$ cat config.mk
export PLATFORM = sky130hd
export DESIGN_NAME = eihc_front
export DESIGN_NICKNAME = d
export VERILOG_FILES = /design/src/eihc_pkg.sv /design/src/eihc_front.sv
export SDC_FILE = /design/constraint.sdc
export NUM_CORES = 1
export LEC_CHECK = 0
export ABC_AREA = 1
export BUFFER_PORTS_ARGS = -buffer_cell sky130_fd_sc_hd__buf_2
export CAP_MARGIN = 20
export CORE_MARGIN = 2
export CORE_UTILIZATION = 31
export DETAILED_ROUTE_END_ITERATION = 12
export HOLD_SLACK_MARGIN = 0.05
export PLACE_DENSITY = 0.52
export SLEW_MARGIN = 20
export SYNTH_ARGS = -nofsm -noshare
export SYNTH_HDL_FRONTEND = slang
export SYNTH_SLANG_ARGS = --single-unit
$ cat constraint.sdc
create_clock -name i_clk -period 3 [get_ports i_clk]
set_clock_uncertainty 0.05 [all_clocks]
set_input_delay 0.3 -clock i_clk [delete_from_list [all_inputs] [get_ports i_clk]]
set_output_delay 0.3 -clock i_clk [all_outputs]
set_load 0.05 [all_outputs]
$ cat src/eihc_pkg.sv
`timescale 1ns / 1ps

package eihc_pkg;

    // Header layout, in byte positions from the start of the frame
    localparam int unsigned HDR_BYTES   = 34;
    localparam int unsigned DEST_END    = 6;
    localparam int unsigned SOURCE_END  = 12;
    localparam int unsigned TYPE_END    = 14;
    localparam int unsigned LEN_HI_POS  = 16;
    localparam int unsigned LEN_LO_POS  = 17;
    localparam int unsigned ID_HI_POS   = 18;
    localparam int unsigned ID_LO_POS   = 19;
    localparam int unsigned SUM_HI_POS  = 24;
    localparam int unsigned SUM_LO_POS  = 25;

    localparam int unsigned POS_W       = 6;
    localparam int unsigned RUN_SUM_W   = 20;

    // Default depth of the queue between front and back
    localparam int unsigned EIHC_FIFO_DEPTH = 4;

    // EtherType values
    localparam logic [15:0] ETYPE_IPV4 = 16'h0800;
    localparam logic [15:0] ETYPE_IPV6 = 16'h86dd;
    localparam logic [15:0] ETYPE_ARP  = 16'h0806;
    localparam logic [15:0] ETYPE_RARP = 16'h8035;

    typedef enum logic [2:0] {
        CLS_IPV4  = 3'd0,
        CLS_IPV6  = 3'd1,
        CLS_ARP   = 3'd2,
        CLS_RARP  = 3'd3,
        CLS_OTHER = 3'd4
    } t_type_class;

    // One captured frame, as handed from front to back
    typedef struct packed {
        logic [47:0]          dest_mac;
        logic [47:0]          source_mac;
        logic [15:0]          ether_type;
        logic [15:0]          ip_ident;
        logic [15:0]          ip_total_length;
        logic [15:0]          sum_received;
        logic [RUN_SUM_W-1:0] run_sum;
        logic                 complete;
    } t_frame_rec;

endpackage

$ cat src/eihc_front.sv
`timescale 1ns / 1ps

module eihc_front (
    input  logic                i_clk,
    input  logic                i_rst_n,
    input  logic                i_valid,
    input  logic [7:0]          i_frame_byte,
    input  logic                i_frame_end,
    input  logic                i_full,
    output logic                o_stall,
    output logic                o_push,
    output eihc_pkg::t_frame_rec o_rec
);
    import eihc_pkg::*;

    logic [POS_W-1:0]     r_pos, n_pos;
    logic [47:0]          r_dest, n_dest;
    logic [47:0]          r_source, n_source;
    logic [15:0]          r_type, n_type;
    logic [15:0]          r_ident, n_ident;
    logic [15:0]          r_len, n_len;
    logic [15:0]          r_rx, n_rx;
    logic [RUN_SUM_W-1:0] r_sum, n_sum;
    logic [7:0]           r_pend, n_pend;
    logic                 take;

    // Stall the link only when the queue has no room
    assign o_stall = i_full;
    assign take    = i_valid && !i_full;
    assign o_push  = take && i_frame_end;

    // Shift the incoming byte into the field that owns its position
    always_comb begin
        n_pos    = r_pos;
        n_dest   = r_dest;
        n_source = r_source;
        n_type   = r_type;
        n_ident  = r_ident;
        n_len    = r_len;
        n_rx     = r_rx;
        n_sum    = r_sum;
        n_pend   = r_pend;
        if (r_pos < POS_W'(HDR_BYTES)) begin
            n_pos = r_pos + POS_W'(1);
            if (r_pos < POS_W'(DEST_END)) begin
                n_dest = {r_dest[39:0], i_frame_byte};
            end else if (r_pos < POS_W'(SOURCE_END)) begin
                n_source = {r_source[39:0], i_frame_byte};
            end else if (r_pos < POS_W'(TYPE_END)) begin
                n_type = {r_type[7:0], i_frame_byte};
            end else begin
                if (r_pos == POS_W'(LEN_HI_POS) || r_pos == POS_W'(LEN_LO_POS)) begin
                    n_len = {r_len[7:0], i_frame_byte};
                end else if (r_pos == POS_W'(ID_HI_POS) || r_pos == POS_W'(ID_LO_POS)) begin
                    n_ident = {r_ident[7:0], i_frame_byte};
                end else if (r_pos == POS_W'(SUM_HI_POS)
                             || r_pos == POS_W'(SUM_LO_POS)) begin
                    n_rx = {r_rx[7:0], i_frame_byte};
                end
                // IP header starts on an even position: even bytes are word highs
                if (!r_pos[0]) begin
                    n_pend = i_frame_byte;
                end else if (r_pos != POS_W'(SUM_LO_POS)) begin
                    n_sum = r_sum + {{(RUN_SUM_W-16){1'b0}}, r_pend, i_frame_byte};
                end
            end
        end
    end

    // Hand the finished frame to the queue, including this beat
    always_comb begin
        o_rec.dest_mac        = n_dest;
        o_rec.source_mac      = n_source;
        o_rec.ether_type      = n_type;
        o_rec.ip_ident        = n_ident;
        o_rec.ip_total_length = n_len;
        o_rec.sum_received    = n_rx;
        o_rec.run_sum         = n_sum;
        o_rec.complete        = (n_pos >= POS_W'(HDR_BYTES));
    end

    // Advance on each beat; clear at frame end
    always_ff @(posedge i_clk) begin
        if (!i_rst_n || (take && i_frame_end)) begin
            r_pos    <= '0;
            r_dest   <= '0;
            r_source <= '0;
            r_type   <= '0;
            r_ident  <= '0;
            r_len    <= '0;
            r_rx     <= '0;
            r_sum    <= '0;
            r_pend   <= '0;
        end else if (take) begin
            r_pos    <= n_pos;
            r_dest   <= n_dest;
            r_source <= n_source;
            r_type   <= n_type;
            r_ident  <= n_ident;
            r_len    <= n_len;
            r_rx     <= n_rx;
            r_sum    <= n_sum;
            r_pend   <= n_pend;
        end
    end

`ifndef SYNTHESIS
    a_pos_sat: assert property (@(posedge i_clk) disable iff (!i_rst_n)
        r_pos <= POS_W'(HDR_BYTES))
        else $error("byte position ran past the header");
`endif

endmodule

==> results of run 1 <==
## state kept, by name, indices dropped and copies added, names as in the netlist
name and cells:
r_rx 16, r_pend 8, r_source 48, r_sum 20
r_ident 16, r_pos 6, r_dest 48, r_len 16
r_type 16
## area by class of cell
type,instances,share of cell area (%)
clock inverter,13,1.261
sequential,194,30.34
timing repair buffer,219,9.694
multi-input combinational,1054,39.31
inverter,387,11.40
clock buffer,19,3.538
tap,455,4.446
## routing by layer
layer / vias to the layer above / part of all wire [%]
met5: - / 0
met1: 4806 / 47
met4: 0 / 1.1
met3: 21 / 6.4
li1: 5645 / -
met2: 195 / 45
## through the flow
| stage | instances | power, mW | utilization [%] | worst slack, ns | hold WS [ns] |
|---|---|---|---|---|---|
| after floorplan | 1731 | 4.160 | - | 0.1634 | 0.3768 |
| after global placement | 2308 | 4.592 | 35.33 | 0.4599 | 0.4029 |
| after detailed placement | 2308 | 4.604 | 35.33 | 0.4211 | 0.4085 |
| after CTS | 2340 | 7.100 | 37.13 | 0.05765 | 0.1614 |
| after global routing | 2341 | 7.371 | 37.34 | 0.03099 | 0.1902 |
| final | 2341 | 7.023 | 37.34 | 0.1996 | 0.1734 |
## cell families (layout without fill, tap and decap cells)
group	after synthesis	in the layout	synth area share, %
flops	194	194	36.27
buf+inv	484	638	17.39
compound gates	514	514	24.25
xor+xnor	7	7	0.5726
simple gates	511	512	18.99
fa+ha+maj	21	21	2.524
## power by group through the flow
stage	registers, mW	logic (mW)	clock network [mW]
floorplan	2.84	1.32	0
global placement	2.86	1.73	0
detailed placement	2.86	1.74	0
CTS	2.80	1.75	2.55
global route	2.82	1.91	2.64
finish	2.80	1.74	2.47
## what timing repair did
item                                    CTS  global route
gates cloned                              0             1
gates resized for setup                   1            23
endpoints found under the setup margin    7            24
## critical path, stage by stage, from the launching register on
cell,delay [ns]
dfxtp_1,0.43
nand2_1,0.20
o21ai_2,0.21
nand2_1,0.11
nor3_4,0.21
buf_4,0.24
nand3_1,0.09
o21ai_0,0.21
buf_4,0.29
## synth_stat cells, types with 2 or more instances
cell type / n
ha_1: 20
o21ai_1: 47
and2_1: 2
nand3_1: 37
buf_2: 24
or2_2: 3
xor2_1: 5
inv_2: 3
buf_4: 2
a21oi_1: 151
nand3_2: 2
nand4_1: 2
a31oi_1: 3
nor2_1: 138
nor2_2: 2
dfxtp_1: 194
nand3b_1: 3
inv_1: 384
xnor2_1: 2
o21ai_0: 309
buf_1: 6
nand2_1: 318
clkbuf_1: 64
## final timing paths
check                  startpoint        end  slack (ns)  cells past startpoint
setup / recovery         r_pos[2]   o_rec[3]        0.20                      8
hold reg to reg         r_pend[3]  r_pend[3]        0.42                      2
setup reg to reg         r_pos[2]  r_pend[6]        0.89                      8
hold / removal    i_frame_byte[1]  r_pend[1]        0.17                      3
==> key figures, run 1 <==
Run status
  – Status: completed

Route
  – Vias/cell: 4.557
  – DRT Pass-1 Iters: 6
  – Wirelength, routed: 33160 um
  – First DRT Iteration DRCs: 760
  – WL/cell: 14.16 um
  – Final ANT Viol Nets: 0
  – Vias after detailed routing: 10.67k
  – DRC viols: 0

STA
  – Setup violations, final: 0
  – Final cycle utilization of the critical path: 93.35%
  – Slew margin rel.: 34.17%
  – RSZ-0062 raised after global routing: false
  – Max Freq: 0.3571 GHz
  – Slew Viols, Final: 0
  – Setup TNS: 0 ns
  – Hold Vio Cnt, Final: 0
  – Crit path time final: 2.800 ns
  – Worst Tran Pin Value: 0.9875 ns

Logic synthesis
  – Flops & latches, synth: 194
  – Yosys cell types: 33
  – Ys flop type: dfxtp_1
  – Post-synth ARST share: 0%
  – Syn Inst Count: 1731
  – Yosys top cell by area: dfxtp_1
  – Number of synthesized flops with an enable pin: 0
  – Mapped cell area: 10710 um2
  – Area contributors post-synth: dfxtp_1 (36%), o21ai_0 (14%), inv_1 (13%)
  – Mean Syn Cell Area: 6.185 um2
  – Seq/Total Area, Yosys: 36.27%
  – Top cell type's share of synthesized area: 36.27%
  – Net Count, Synth: 1765
  – Warnings from Yosys: 0

Die
  – Core Region: 34290 um2
  – Die X: 189.8 um
  – Die Y: 189.8 um
  – Die area: 36040 um2
  – Row count: 68
  – Top Ports: 196
  – Initial core utilization: 31.23%

Placed design
  – DPL Wire Length: 22650 um
  – Port bufs: 195
  – Placed instance area: 12110 um2
  – Routability cong.: 0.8874

Clocking
  – CTS buffer count: 17
  – Clock Pin Slew Worst Setup and Hold Paths: 0.07 ns
  – TritonCTS Sinks: 194
  – Post-CTS Repair Setup Buffers: 0
  – Clk root buf: clkbuf_16
  – CTS tree: built
  – Skew-Pair Late Insertion Delay: 0.46 ns
  – Cts hold-fix bufs: 0
  – CTS max path bufs: 2
  – H-tree Lvls: 4

Layout
  – Share of cells above drive strength 1: 14.53%
  – Final Net Count: 1907
  – Post-route cell area: 12800 um2
  – Commonest non-fill, non-tap cell in the layout: inv_1
  – Multi-input logic area: 5034 um2
  – Commonest non-fill, non-tap cells in the layout: inv_1 (384), nand2_1 (317), o21ai_0 (308)
  – Ant diodes: 0
  – P&R area growth vs syn: 19.59%
  – Fill count: 3788
  – FF/Latch Area: 3885 um2

Worst setup path
  – CP startpoint kind: flop
  – Maximum fanout along the worst path: 11
  – Crit end category: output port
  – Critical path data required time: 2.65 ns
  – Critical path type: reg2out
  – Worst EP arrival: 2.45 ns

Pwr
  – Switching power: 2.597 mW
  – Combinational Power Share: 24.8%
  – Power per standard cell area: 548.5 nW/um2
  – Flop pwr share: 39.9%
  – Leak: 6.952 nW
  – Sw frac: 36.99%
  – Clock network fraction of total power: 35.2%
  – Internal power: 4.425 mW
  – Worst vdd ir: 0.0003994 V

Global routing
  – Grt met3 use: 5.479%
  – Vias in the first global route: 9517
  – GR Util All Layers: 18.06%
  – Largest net degree at the start of global routing: 225
  – GRT met2 Usage: 28.97%
  – Met1 GRT Util: 23.83%
  – First-pass GRT wire length: 51530 um
  – Initial antenna violation count: 0
  – Residual overflow from global routing: 0
  – Gr busiest metal: met2

Flow run
  – Max cap viols: 0

Min path
  – Class of the tightest hold or removal check: in2reg
Power figures use the tool's default switching activity.
==> inputs of run 2 (changes only) <==
--- a/config.mk
+++ b/config.mk
@@ -12,7 +12,7 @@
 export CORE_UTILIZATION = 31
 export DETAILED_ROUTE_END_ITERATION = 12
 export HOLD_SLACK_MARGIN = 0.05
-export PLACE_DENSITY = 0.52
+export PLACE_DENSITY_LB_ADDON = 0.25
 export SLEW_MARGIN = 20
 export SYNTH_ARGS = -nofsm -noshare
 export SYNTH_HDL_FRONTEND = slang
==> run 2 against run 1 <==
  * Die area did not move
  * Final cell count rose by 0.13%
  * Critical path type unchanged
  * Largest cell class unchanged
  * Clock power fell by 8.5%
  * Wire length barely moved
==> key figures, run 2 (synthesis results as in run 1) <==
Worst setup path
  – Worst path slowest cell: dfxtp_1
  – CP startpoint kind: flop
  – Crit path cell chain: inv_1 > ha_1 > nor2_1 > nor2_1 > nor3_2 > buf_4 > buf_4 > o21ai_0 > clkbuf_4
  – CP max stage delay: 0.37 ns (-0.06 ns)
  – Crit end category: output port
  – Maximum fanout along the worst path: 16 (+5)
  – Critical path type: reg2out
  – Worst EP arrival: 2.47 ns (+0.02 ns)
  – R2R cell count: 8 (unchanged)
  – Critical path data required time: 2.65 ns (about the same)

Placed design
  – Routability cong.: 0.8542 (-3.7%)
  – DPL Wire Length: 22890 um (+1.0%)
  – Port bufs: 195 (unchanged)
  – Placed instance count: 2309 (+0.043%)

Clocking
  – Clock Pin Slew Worst Setup and Hold Paths: 0.07 ns (about the same)
  – CTS max path bufs: 2 (unchanged)
  – CTS buffer count: 17 (unchanged)
  – CTS tree: built
  – Skew-Pair Late Insertion Delay: 0.45 ns (about the same)
  – H-tree Lvls: 4 (unchanged)
  – Clk root buf: clkbuf_16
  – TritonCTS Sinks: 194 (unchanged)

Flow run
  – Max cap viols: 0 (unchanged)

Global routing
  – Residual overflow from global routing: 0 (unchanged)
  – Largest net degree at the start of global routing: 220 (-2.2%)
  – Initial antenna violation count: 2 (+2)
  – Vias in the first global route: 9724 (+2.2%)
  – GR Util All Layers: 18.39% (+0.33 points)
  – First-pass GRT wire length: 52220 um (+1.3%)

Layout
  – Commonest non-fill, non-tap cells in the layout: inv_1 (384), nand2_1 (317), o21ai_0 (304)
  – Ant diodes: 0 (unchanged)
  – P&R area growth vs syn: 19.22%
  – Commonest non-fill, non-tap cell in the layout: inv_1
  – Final cell count without fillers: 2344 (+0.13%)
  – Final Net Count: 1910 (+0.16%)
  – Share of cells above drive strength 1: 14.45% (-0.076 points)
  – Largest registers: r_dest (48), r_source (48), r_sum (20)

Route
  – WL/cell: 14.16 um (about the same)
  – Final ANT Viol Nets: 0 (unchanged)
  – First DRT Iteration DRCs: 714 (-6.1%)
  – DRT Pass-1 Iters: 5 (-1)
  – DRC viols: 0 (unchanged)
  – Vias/cell: 4.535 (-0.47%)
  – Wirelength, routed: 33180 um (about the same)
  – Vias after detailed routing: 10.63k (-0.35%)

STA
  – Worst Tran Pin Value: 0.8896 ns (-0.09788 ns)
  – Hold Worst Slack: 0.1630 ns (-0.01044 ns)
  – Hold Vio Cnt, Final: 0 (unchanged)
  – Crit path time final: 2.819 ns (+0.01853 ns)
  – Slew margin rel.: 40.69% (+6.5 points)
  – RSZ-0062 raised after global routing: true
  – Slew Viols, Final: 0 (unchanged)
  – Setup violations, final: 0 (unchanged)
  – Final cycle utilization of the critical path: 93.96% (+0.62 points)
  – Max Freq: 0.3547 GHz (-0.66%)

Die
  – Initial core utilization: 31.23% (unchanged)
  – Die Y: 189.8 um (unchanged)
  – Die area: 36040 um2 (unchanged)
  – Core Region: 34290 um2 (unchanged)
  – Row count: 68 (unchanged)
  – Die X: 189.8 um (unchanged)
  – Top Ports: 196 (unchanged)

Pwr
  – Worst vdd ir: 0.0003918 V (-1.9%)
  – Power per standard cell area: 533.1 nW/um2 (-2.8%)
  – Leak: 6.925 nW (-0.40%)

Min path
  – Class of the tightest hold or removal check: in2reg
  – Hold Path Stages: 3 (unchanged)

Run status
  – Status: completed
## run 2: final cells by class
class	instances	area (um2)
clock inverters	14	118.9
fillers	3767	21520
inverters	387	1460
clock buffers	18	439.2
flip-flops and latches	194	3884
multi-input cells	1054	5009
well taps	455	569.3
repair buffers	222	1285
## run 2: report_power, final
part,leakage [nW],internal (mW),switching (mW)
registers,1.59,2.72,0.0811
logic,5.06,0.398,1.35
clock network,0.276,1.11,1.14
## run 2: what timing repair did
item,in CTS,in global routing
endpoints found under the setup margin,0,36
hold buffers,0,0
resized for setup,0,33
setup buffers,0,1
## run 2: final timing paths
check	to	slack [ns]	from
max	o_rec[59]	0.18	r_pos[0]
min	r_pend[0]	0.16	i_frame_byte[0]
max reg2reg	r_pend[4]	0.90	r_pos[2]
min reg2reg	r_pend[3]	0.42	r_pend[3]
## run 2: through the flow
step | util, % | instance area (um2) | worst slack [ns] | power, mW | TNS (ns)
global route | 37.23 | 12760 | -0.008964 | 7.197 | -0.008964
floorplan | - | 10710 | 0.1634 | 4.160 | 0
detailed placement | 35.35 | 12120 | 0.4636 | 4.606 | 0
finish | 37.23 | 12760 | 0.1811 | 6.805 | 0
CTS | 36.98 | 12680 | 0.02907 | 6.900 | 0
global placement | 35.35 | 12120 | 0.4300 | 4.589 | 0
## run 2: critical path, delay by kind of cell (launching register included)
family,cells,cell delay [ns]
adders and majority gates,1,0.19
and+or+nand+nor,3,0.35
DFF,1,0.37
buffers and inverters,4,0.87
AOI/OAI and AO/OA,1,0.26
## run 2: routing by layer
metal | track usage [%] | share of wire (%)
met3 | 5.645 | 6.0
met4 | 5.128 | 2.0
met5 | 0 | 0
met2 | 29.56 | 45
met1 | 23.78 | 47
==> inputs of run 3 (changes only) <==
==> constraint.sdc (replaced) <==
create_clock -name i_clk -period 3 [get_ports i_clk]
set_clock_uncertainty 0.05 [all_clocks]
set_input_delay 0.3 -clock i_clk [delete_from_list [all_inputs] [get_ports i_clk]]
set_output_delay 0.3 -clock i_clk [all_outputs]
set_load 0.005 [all_outputs]
==> run 3 against run 2 <==
  * First-iteration DRC count fell by 12%
  * Combinational power decreased by 37%
  * Via count barely moved
  * Final cell count shrank 0.34%
  * Critical path type unchanged
  * Critical endpoint is now o_rec[17]
  * Register-to-register slack got worse by 0.09 ns
  * Non-clock buffer count shrank 7
  * Global-route usage is 0.29 points lower
==> key figures, run 3 (synthesis results as in run 1) <==
Worst setup path
  – Critical path type: reg2out
  – Worst EP arrival: 2.43 ns (-0.04 ns)
  – Maximum fanout along the worst path: 5 (-11)
  – R2R setup slack: 0.81 ns (-0.09 ns)
  – CP startpoint kind: flop
  – Critical path data required time: 2.65 ns (about the same)
  – Crit end category: output port

Route
  – Final ANT Viol Nets: 0 (unchanged)
  – DRT Pass-1 Iters: 5 (unchanged)
  – DRC viols: 0 (unchanged)
  – WL/cell: 13.95 um (-1.4%)
  – First DRT Iteration DRCs: 625 (-12%)
  – Vias after detailed routing: 10.64k (+0.066%)
  – Vias/cell: 4.554 (+0.41%)
  – Wirelength, routed: 32600 um (-1.8%)

Layout
  – Commonest non-fill, non-tap cells in the layout: inv_1 (383), nand2_1 (317), o21ai_0 (309)
  – Largest registers: r_dest (48), r_source (48), r_sum (20)
  – P&R area growth vs syn: 18.21%
  – Commonest non-fill, non-tap cell in the layout: inv_1
  – Final Net Count: 1902 (-0.42%)
  – Ant diodes: 0 (unchanged)
  – Share of cells above drive strength 1: 13.93% (-0.52 points)

STA
  – Slew Viols, Final: 0 (unchanged)
  – Hold Worst Slack: 0.1752 ns (+0.01217 ns)
  – Setup TNS: 0 ns (unchanged)
  – RSZ-0062 raised after global routing: false
  – Setup violations, final: 0 (unchanged)
  – Worst Tran Pin Value: 0.8978 ns (+0.008207 ns)
  – Crit path time final: 2.777 ns (-0.04162 ns)
  – Max Freq: 0.3601 GHz (+1.5%)
  – Hold Vio Cnt, Final: 0 (unchanged)
  – Final cycle utilization of the critical path: 92.58% (-1.4 points)
  – Slew margin rel.: 40.15% (-0.55 points)

Die
  – Top Ports: 196 (unchanged)
  – Die area: 36040 um2 (unchanged)
  – Initial core utilization: 31.23% (unchanged)
  – Core Region: 34290 um2 (unchanged)
  – Row count: 68 (unchanged)
  – Die Y: 189.8 um (unchanged)
  – Die X: 189.8 um (unchanged)

Global routing
  – Residual overflow from global routing: 0 (unchanged)
  – First-pass GRT wire length: 51280 um (-1.8%)
  – Vias in the first global route: 9523 (-2.1%)
  – Initial antenna violation count: 2 (unchanged)
  – Largest net degree at the start of global routing: 171 (-22%)
  – GR Util All Layers: 18.10% (-0.29 points)

Clocking
  – Post-CTS Repair Setup Buffers: 0 (unchanged)
  – Skew-Pair Late Insertion Delay: 0.45 ns (about the same)
  – H-tree Lvls: 4 (unchanged)
  – CTS max path bufs: 2 (unchanged)
  – # resized after CTS: 0 (unchanged)
  – TritonCTS Sinks: 194 (unchanged)
  – CTS buffer count: 17 (unchanged)
  – Clk root buf: clkbuf_16
  – Cts hold-fix bufs: 0 (unchanged)
  – Clock Pin Slew Worst Setup and Hold Paths: 0.07 ns (about the same)
  – CTS tree: built

Pwr
  – Switching power: 1.975 mW (-23%)
  – Internal power: 4.211 mW (-0.51%)
  – Combinational Power Share: 17.6% (-8.0 points)
  – Clock network fraction of total power: 37.1% (+3.9 points)
  – Leak: 6.891 nW (-0.48%)
  – Power per standard cell area: 488.8 nW/um2 (-8.3%)
  – Worst vdd ir: 0.0003986 V (+1.7%)
  – Sw frac: 31.93% (-5.9 points)
  – Power, Total: 6.187 mW (-9.1%)
  – Flop pwr share: 45.3% (+4.1 points)

Min path
  – Class of the tightest hold or removal check: in2reg

Placed design
  – Routability cong.: 0.8442 (-1.2%)
  – Port bufs: 195 (unchanged)
  – DPL Wire Length: 23120 um (+1.0%)

Flow run
  – Max cap viols: 0 (unchanged)

Run status
  – Status: completed
[run 3: final cells by class]
type | count | area (um2)
clock buffer | 18 | 429.2
clock inverter | 14 | 141.4
fill | 3754 | 21630
inverter | 387 | 1460
multi-input combinational | 1053 | 4984
sequential | 194 | 3884
tap | 455 | 569.3
timing repair buffer | 215 | 1189
[run 3: per-layer routing]
layer	part of all wire, %	track usage, %	vias up	routed length (um)
met3	6.1	5.516	28	1981
met4	1.7	4.681	0	559
met2	46	29.27	180	14910
li1	-	-	5622	-
met1	46	23.43	4807	15150
met5	0	0	-	0
[run 3: final timing paths]
| kind | endpoint | depth (start not counted) | from |
|---|---|---|---|
| hold reg to reg | r_pend[3] | 2 | r_pend[3] |
| setup / recovery | o_rec[17] | 14 | r_sum[0] |
| setup reg to reg | r_pend[1] | 8 | r_pos[2] |
| hold / removal | r_pend[0] | 3 | i_frame_byte[0] |
[run 3: power groups by stage]
stage | Sequential [mW] | Clock (mW) | Combinational, mW
4_1_cts | 2.80 | 2.38 | 1.11
2_1_floorplan | 2.84 | 0 | 0.693
6_report | 2.80 | 2.30 | 1.09
5_1_grt | 2.82 | 2.47 | 1.26
3_5_place_dp | 2.86 | 0 | 1.11
3_3_place_gp | 2.86 | 0 | 1.09
[run 3: through the flow]
step / instances / setup WS [ns] / utilization, % / instance area (um2)
3_3_place_gp: 2304 / 0.5145 / 35.24 / 12080
5_1_grt: 2336 / 0.01331 / 36.91 / 12660
2_1_floorplan: 1731 / 1.015 / - / 10710
3_5_place_dp: 2304 / 0.4988 / 35.24 / 12080
4_1_cts: 2336 / 0.1319 / 36.90 / 12650
6_report: 2336 / 0.2227 / 36.91 / 12660
[run 3: worst max-delay path, stage by stage (launching register included)]
cell and delay (ns):
dfxtp_1 0.34, ha_1 0.19, inv_1 0.06, fa_1 0.38, inv_2 0.12, nand3_1 0.07, nand3_1 0.17, nand2_1 0.07
nand2_1 0.10, nand3_1 0.07, nand2_1 0.08, nand3_1 0.07, nand2_1 0.10, inv_1 0.04, buf_2 0.11
